===== src/sv/qdw_pkg.sv =====
// Shared types, constants and arithmetic helpers for the drag wrench unit.
`timescale 1ns / 1ps
`default_nettype none
package qdw_pkg;

  localparam int IN_W    = 16;
  localparam int MAT_W   = 34;
  localparam int PROD_W  = MAT_W + IN_W;
  localparam int SUM_W   = PROD_W + 2;
  localparam int ROT_W   = 22;
  localparam int SQ_W    = 2 * ROT_W;
  localparam int SQRT_W  = SQ_W / 2;
  localparam int REM_W   = SQRT_W + 3;
  localparam int CN_W    = IN_W + SQRT_W;
  localparam int P_W     = CN_W + 1 + ROT_W;
  localparam int DRAG_W  = P_W - 20;
  localparam int OUT_W   = 32;
  localparam int LANE_LAT = 4 + SQRT_W + 3;
  localparam int R_DLY   = 2 + SQRT_W;

  typedef logic signed [IN_W-1:0]   vel_t;
  typedef logic signed [MAT_W-1:0]  mat_t;
  typedef logic signed [ROT_W-1:0]  rot_t;
  typedef logic signed [DRAG_W-1:0] drag_t;
  typedef logic signed [OUT_W-1:0]  out_t;

  typedef enum logic [2:0] {
    CFG_LIN_XY = 3'd0,
    CFG_LIN_Z  = 3'd1,
    CFG_ROT_XY = 3'd2,
    CFG_ROT_Z  = 3'd3,
    CFG_WIND_X = 3'd4,
    CFG_WIND_Y = 3'd5,
    CFG_WIND_Z = 3'd6
  } cfg_idx_e;

  localparam logic signed [MAT_W-1:0] ONE_Q28 = MAT_W'(64'sd268435456);
  localparam logic signed [17:0] CLAMP_HI = 18'sd25600;
  localparam logic signed [17:0] CLAMP_LO = -18'sd25600;

  function automatic vel_t clamp_q88(input logic signed [17:0] v);
    vel_t r;
    if (v > CLAMP_HI) begin
      r = IN_W'(CLAMP_HI);
    end else if (v < CLAMP_LO) begin
      r = IN_W'(CLAMP_LO);
    end else begin
      r = IN_W'(v);
    end
    return r;
  endfunction

  // Diagonal entry: one minus twice the sum of two squares.
  function automatic mat_t mat_diag(input logic signed [31:0] a, input logic signed [31:0] b);
    mat_t s;
    s = MAT_W'(a) + MAT_W'(b);
    return ONE_Q28 - (s <<< 1);
  endfunction

  // Off-diagonal entry: twice the sum or difference of two products.
  function automatic mat_t mat_off(input logic signed [31:0] a, input logic signed [31:0] b,
                                   input logic sub);
    mat_t s;
    s = sub ? (MAT_W'(a) - MAT_W'(b)) : (MAT_W'(a) + MAT_W'(b));
    return s <<< 1;
  endfunction

  function automatic out_t sat_out(input drag_t d, input logic neg);
    logic signed [DRAG_W:0] v;
    out_t r;
    v = neg ? -((DRAG_W+1)'(d)) : (DRAG_W+1)'(d);
    if (v > (DRAG_W+1)'(64'sd2147483647)) begin
      r = out_t'(32'h7FFF_FFFF);
    end else if (v < (DRAG_W+1)'(-64'sd2147483648)) begin
      r = out_t'(32'h8000_0000);
    end else begin
      r = OUT_W'(v);
    end
    return r;
  endfunction

endpackage
`default_nettype wire


===== src/sv/qdw_merge.sv =====
// Merging stage: applies the output sign convention and saturates the wrench.
`timescale 1ns / 1ps
`default_nettype none
module qdw_merge
  import qdw_pkg::*;
(
  input  wire logic  clk_i,
  input  wire logic  rst_ni,
  input  wire logic  valid_i,
  input  wire drag_t lin_i [3],
  input  wire drag_t ang_i [3],
  output logic       done_o,
  output out_t       force_o [3],
  output out_t       torque_o [3]
);

  logic done_q;
  out_t force_q [3];
  out_t torque_q [3];

  always_ff @(posedge clk_i or negedge rst_ni) begin
    if (!rst_ni) begin
      done_q <= 1'b0;
    end else begin
      done_q <= valid_i;
    end
  end

  // The x axis is reported negated, y and z as they are.
  always_ff @(posedge clk_i) begin
    for (int i = 0; i < 3; i++) begin
      force_q[i]  <= sat_out(lin_i[i], i == 0);
      torque_q[i] <= sat_out(ang_i[i], i == 0);
    end
  end

  assign done_o   = done_q;
  assign force_o  = force_q;
  assign torque_o = torque_q;

endmodule
`default_nettype wire


===== config.mk =====
export PLATFORM = sky130hd
export DESIGN_NAME = qdw_merge
export DESIGN_NICKNAME = d
export VERILOG_FILES = /design/src/sv/qdw_pkg.sv /design/src/sv/qdw_merge.sv
export SDC_FILE = /design/constraint.sdc
export NUM_CORES = 1
export LEC_CHECK = 0
export ABC_AREA = 0
export BUFFER_PORTS_ARGS = -buffer_cell sky130_fd_sc_hd__buf_4
export CAP_MARGIN = 20
export CORE_AREA = 3 3 171 173
export CTS_CLUSTER_DIAMETER = 150
export DETAILED_ROUTE_END_ITERATION = 7
export DIE_AREA = 0 0 174 176
export PLACE_DENSITY = 0.6
export SLEW_MARGIN = 20
export SYNTH_ARGS = -nofsm -noshare
export SYNTH_HDL_FRONTEND = slang
export SYNTH_SLANG_ARGS = --single-unit
export TNS_END_PERCENT = 30

===== constraint.sdc =====
create_clock -name clk_i -period 0.8 [get_ports clk_i]
set_input_delay 0.12 -clock clk_i [delete_from_list [all_inputs] [get_ports clk_i]]
set_output_delay 0.12 -clock clk_i [all_outputs]
set_load 0.05 [all_outputs]

* Yosys cells after proc, flatten, opt, wreduce, memory -nomap -nowiden
Index checks and enable logic that the tools add are counted.
Cells by class: $add $sub $neg 2, $lt $le $gt $ge 12, mux-type cells 6
Operators with widths (count):
- $mux W32 | 6
- $gt A41 B32 Y1 const B | 4
- $lt A41 B32 Y1 const B | 4
- $gt A42 B32 Y1 const B | 2
- $lt A42 B32 Y1 const B | 2
- $neg A41 Y42 | 2
Word-level totals: flip-flop bits (word level) 193, input bits 249, output and inout port bits 193, word-level logic and storage cells 27

* Longest topological paths before layout
depth after elaboration 3, depth in mapped cells 13, depth with buffers taken out 10

* Worst setup path after synthesis
Ideal clock, no wire load.
path type input port to flip-flop, start point input ang_i[94] in the netlist's numbering, end point register torque_q (netlist bit torque_o[72]), arrival time 2.859 ns, data required time 0.741 ns, setup slack -2.118 ns, stages 10, buffers on the path 2, cells stage by stage or4_1 -> buf_2 -> or3_4 -> or3_4 -> o32ai_2 -> a22oi_1 -> or4_4 -> o31ai_4 -> buf_6 -> a31o_1
On the way: word-level cells in the longest chain between the ends 3
RTL lines:
- from (decl) | line qdw_merge.sv:11 | input wire drag_t ang_i [3],
- $neg A41 Y42 (*) | line qdw_pkg.sv:71 | v = neg ? -((DRAG_W+1)'(d)) : (DRAG_W+1)'(d);
- $lt A42 B32 Y1 | line qdw_pkg.sv:74 | end else if (v < (DRAG_W+1)'(-64'sd2147483648)) begin
- $mux W32 | line qdw_pkg.sv:74
- to (signal, indexed assignment) | line qdw_merge.sv:33 | torque_q[i] <= sat_out(ang_i[i], i == 0);
- to (decl) | line qdw_merge.sv:19 | out_t torque_q [3];
Every way passes the cells marked *; elsewhere a longest branch is shown, timed or not. A chain may end at the register's enable or synchronous reset.

* Worst setup path in the final report
start point input ang_i[94] in the netlist's numbering, end point register torque_q (netlist bit torque_o[75])
Same word-level chain as after synthesis.

==> results.json <==
{
  "grt.overflow.total": 0,
  "vdd_drop_max_mv": 1.29,
  "fmaxAchievable_ghz": 0.388,
  "avgViaCountPerCell": 4.60,
  "timing_hold_violations_final": 0,
  "finalWirelength_um": 33900,
  "drv_slew": 0,
  "place.port_buffers": 441,
  "ys_seq_area_frac": 0.525,
  "core_region_area_mm2": 0.0278,
  "ctsRootBufferMaster": "sky130_fd_sc_hd__clkbuf_16",
  "detailedRoute.firstPassIterationCount": 4,
  "post_place_setup_slack_ns": -2.30,
  "htreeDepth": 4,
  "worst_slew_pin_slew_ns": 0.428,
  "via_count_of_the_first_global_routing_pass": 8881,
  "pin_count": 442,
  "worst_setup_hold_path_clk_slew_ns": 0.08,
  "grt_first_pass_wirelength_um": 49000,
  "placement.cell_area_mm2": 0.0126,
  "timing.setup.critical_path_class": "input port to flop",
  "n_fill_cell": 2185,
  "floorplan.die.height_um": 176,
  "sequential_cell_area_mm2": 0.00411,
  "floorplan.die_area_mm2": 0.0306,
  "gr-usage-all-layers": 0.201,
  "rsz0062_at_grt": "yes",
  "synth_top_flop_cell": "sky130_fd_sc_hd__dfxtp_1",
  "number_of_enable_flip_flop_cells_after_synthesis": 0,
  "drt_iter0_markers": 325,
  "row_count": 61,
  "initial_util": 0.265,
  "drive_gt1_frac": 0.647,
  "post_synth_num_cell_types": 57,
  "drv.max_cap_violation_count": 0,
  "ys_ff_latch": 193,
  "max_buffers_root_to_sink": 2,
  "combined_area_of_the_multi_input_logic_cells_mm2": 0.00378,
  "most-common-layout-cells": "391 x sky130_fd_sc_hd__buf_4, 192 x sky130_fd_sc_hd__dfxtp_2, 189 x sky130_fd_sc_hd__buf_8",
  "synth.cell_area_mm2": 0.00737,
  "final_common_cell": "sky130_fd_sc_hd__buf_4",
  "gp_congestion": 0.807,
  "routed_wire_length_per_instance_um": 18.3,
  "grt_antenna_before_repair": 3,
  "post_cts_hold_buffer_count": 135,
  "relSlewSlack": 0.711,
  "synth_area_per_cell_um2": 10.1,
  "timing.final.crit_share": 3.22,
  "static-leakage-power_nw": 7.42,
  "numClockSinks": 193,
  "ys_warn_count": 0,
  "syn_nets": 979,
  "cp_data_required_time_ns": 1.11,
  "ys_async_sr_fraction": 0.00518,
  "num-nets-final": 1710,
  "run_status": "finished with violations",
  "tritoncts": "built",
  "final_period_minus_worst_setup_slack_ns": 2.57,
  "postRouteAntennaNets": 0,
  "startpoint_type": "input port",
  "post-route-worst-setup-slack_ns": -1.77,
  "drc": 0,
  "dieWidth_um": 174,
  "via_count": 8526,
  "type_of_element_capturing_the_critical_path": "flop",
  "setup_viol": 323,
  "violated_checks": "setup timing",
  "synthToLayoutAreaGrowth_pct": 129,
  "cell_area_after_layout_mm2": 0.0169,
  "critical_path_at_ns": 2.88,
  "syn-instance-count": 728,
  "path_max_fanout": 7,
  "detailedPlacementHpwl_um": 22200,
  "largest_net_degree_at_the_start_of_global_routing": 32,
  "cts_made_buffers": 17,
  "power_density_mw_per_mm2": 1660,
  "hold_class": "input port to flop"
}
-- critical path, cell delays in order --
cell	delay, ns
sky130_fd_sc_hd__buf_6	0.09
sky130_fd_sc_hd__or4_4	0.54
sky130_fd_sc_hd__or3_4	0.39
sky130_fd_sc_hd__or3_4	0.36
sky130_fd_sc_hd__buf_6	0.14
sky130_fd_sc_hd__nor4_4	0.14
sky130_fd_sc_hd__o2111ai_2	0.18
sky130_fd_sc_hd__a221oi_4	0.32
sky130_fd_sc_hd__a21oi_4	0.12
sky130_fd_sc_hd__buf_12	0.16
sky130_fd_sc_hd__clkbuf_16	0.15
sky130_fd_sc_hd__a21o_1	0.16
-- routing by layer --
metal | track usage | vias to the layer above | wire length [um]
li1 | - | 4062 | -
met1 | 0.220 | 4091 | 12500
met2 | 0.374 | 310 | 18300
met3 | 0.0578 | 63 | 2080
met4 | 0.0647 | 0 | 1070
met5 | 0 | - | 0
-- timing repair --
item                                    in CTS  in global routing
gates resized for setup                    484                172
buffers inserted                            16                  3
gates cloned                                 6                  2
hold endpoints to repair                   135                  1
endpoints found under the setup margin     288                374
pin swaps                                   18                 20
-- area by class of cell --
| type | instances | area share |
|---|---|---|
| Clock inverter | 14 | 0.0105 |
| Clock buffer | 18 | 0.0254 |
| Tap cell | 378 | 0.0280 |
| Inverter | 12 | 0.00296 |
| Sequential cell | 193 | 0.243 |
| Antenna cell | 3 | 0.000445 |
| Timing Repair Buffer | 760 | 0.465 |
| Multi-Input combinational cell | 475 | 0.224 |
-- final timing paths --
path | from | endpoint | slack [ns] | cells past startpoint
min in group asynchronous | rst_ni | done_o | 0.52 | 3
worst max-delay path | ang_i[94] | torque_o[75] | -1.77 | 12
max in group asynchronous | rst_ni | done_o | 0.18 | 3
worst min-delay path | lin_i[82] | force_o[67] | 0.01 | 4
-- report_power, final --
group          switching (W)  internal (W)
sequential          0.000450        0.0104
clock                0.00447       0.00429
combinational        0.00425       0.00414
-- state kept, by name, summed over array words and instances, names as in the netlist --
name	flops
done_o	1
force_o	96
torque_o	96
-- per-stage QoR --
step | hold slack (ns) | power, W | TNS (ns) | cells | util
after floorplan | -0.176 | 0.0141 | -159.21 | 728 | -
after global placement | -0.104 | 0.0171 | -193.19 | 1660 | 0.452
after detailed placement | -0.104 | 0.0172 | -194.22 | 1660 | 0.452
after CTS | -0.0138 | 0.0278 | -155.41 | 1848 | 0.586
after global routing | -0.0166 | 0.0291 | -164.34 | 1853 | 0.608
final | 0.0126 | 0.0280 | -151.10 | 1853 | 0.608
-- Yosys cell counts (all sizes together), types with 3 or more instances --
cell type	count	area share
xnor2	27	0.032
nor3b	4	0.0041
o41ai	3	0.0036
nand2	31	0.016
or2	3	0.0025
xor2	27	0.032
dfxtp	192	0.52
a31oi	9	0.0076
o21a	94	0.096
a21oi	36	0.025
a21o	61	0.063
nand4	5	0.0042
nand3	10	0.0068
clkbuf	37	0.020
nor3	32	0.023
or3	19	0.018
buf	11	0.011
nor4	18	0.017
a31o	3	0.0036
inv	12	0.0061
o31ai	6	0.0080
nor4b	3	0.0036
o21ai	7	0.0048
nand2b	5	0.0042
or4	11	0.013
nand3b	5	0.0051
nor2	33	0.017
-- logic make-up after synthesis --
| kind of cell | after synthesis | share of synthesized area |
|---|---|---|
| xor gates and xnor gates | 54 | 0.0641 |
| muxes | 2 | 0.00271 |
| adders and majority gates | 2 | 0.00339 |
| buffers and inverters | 60 | 0.0372 |
| DFF | 193 | 0.525 |
| AOI/OAI and AO/OA | 232 | 0.227 |
| and+or+nand+nor | 185 | 0.141 |
(Power assumes the default switching activity.)
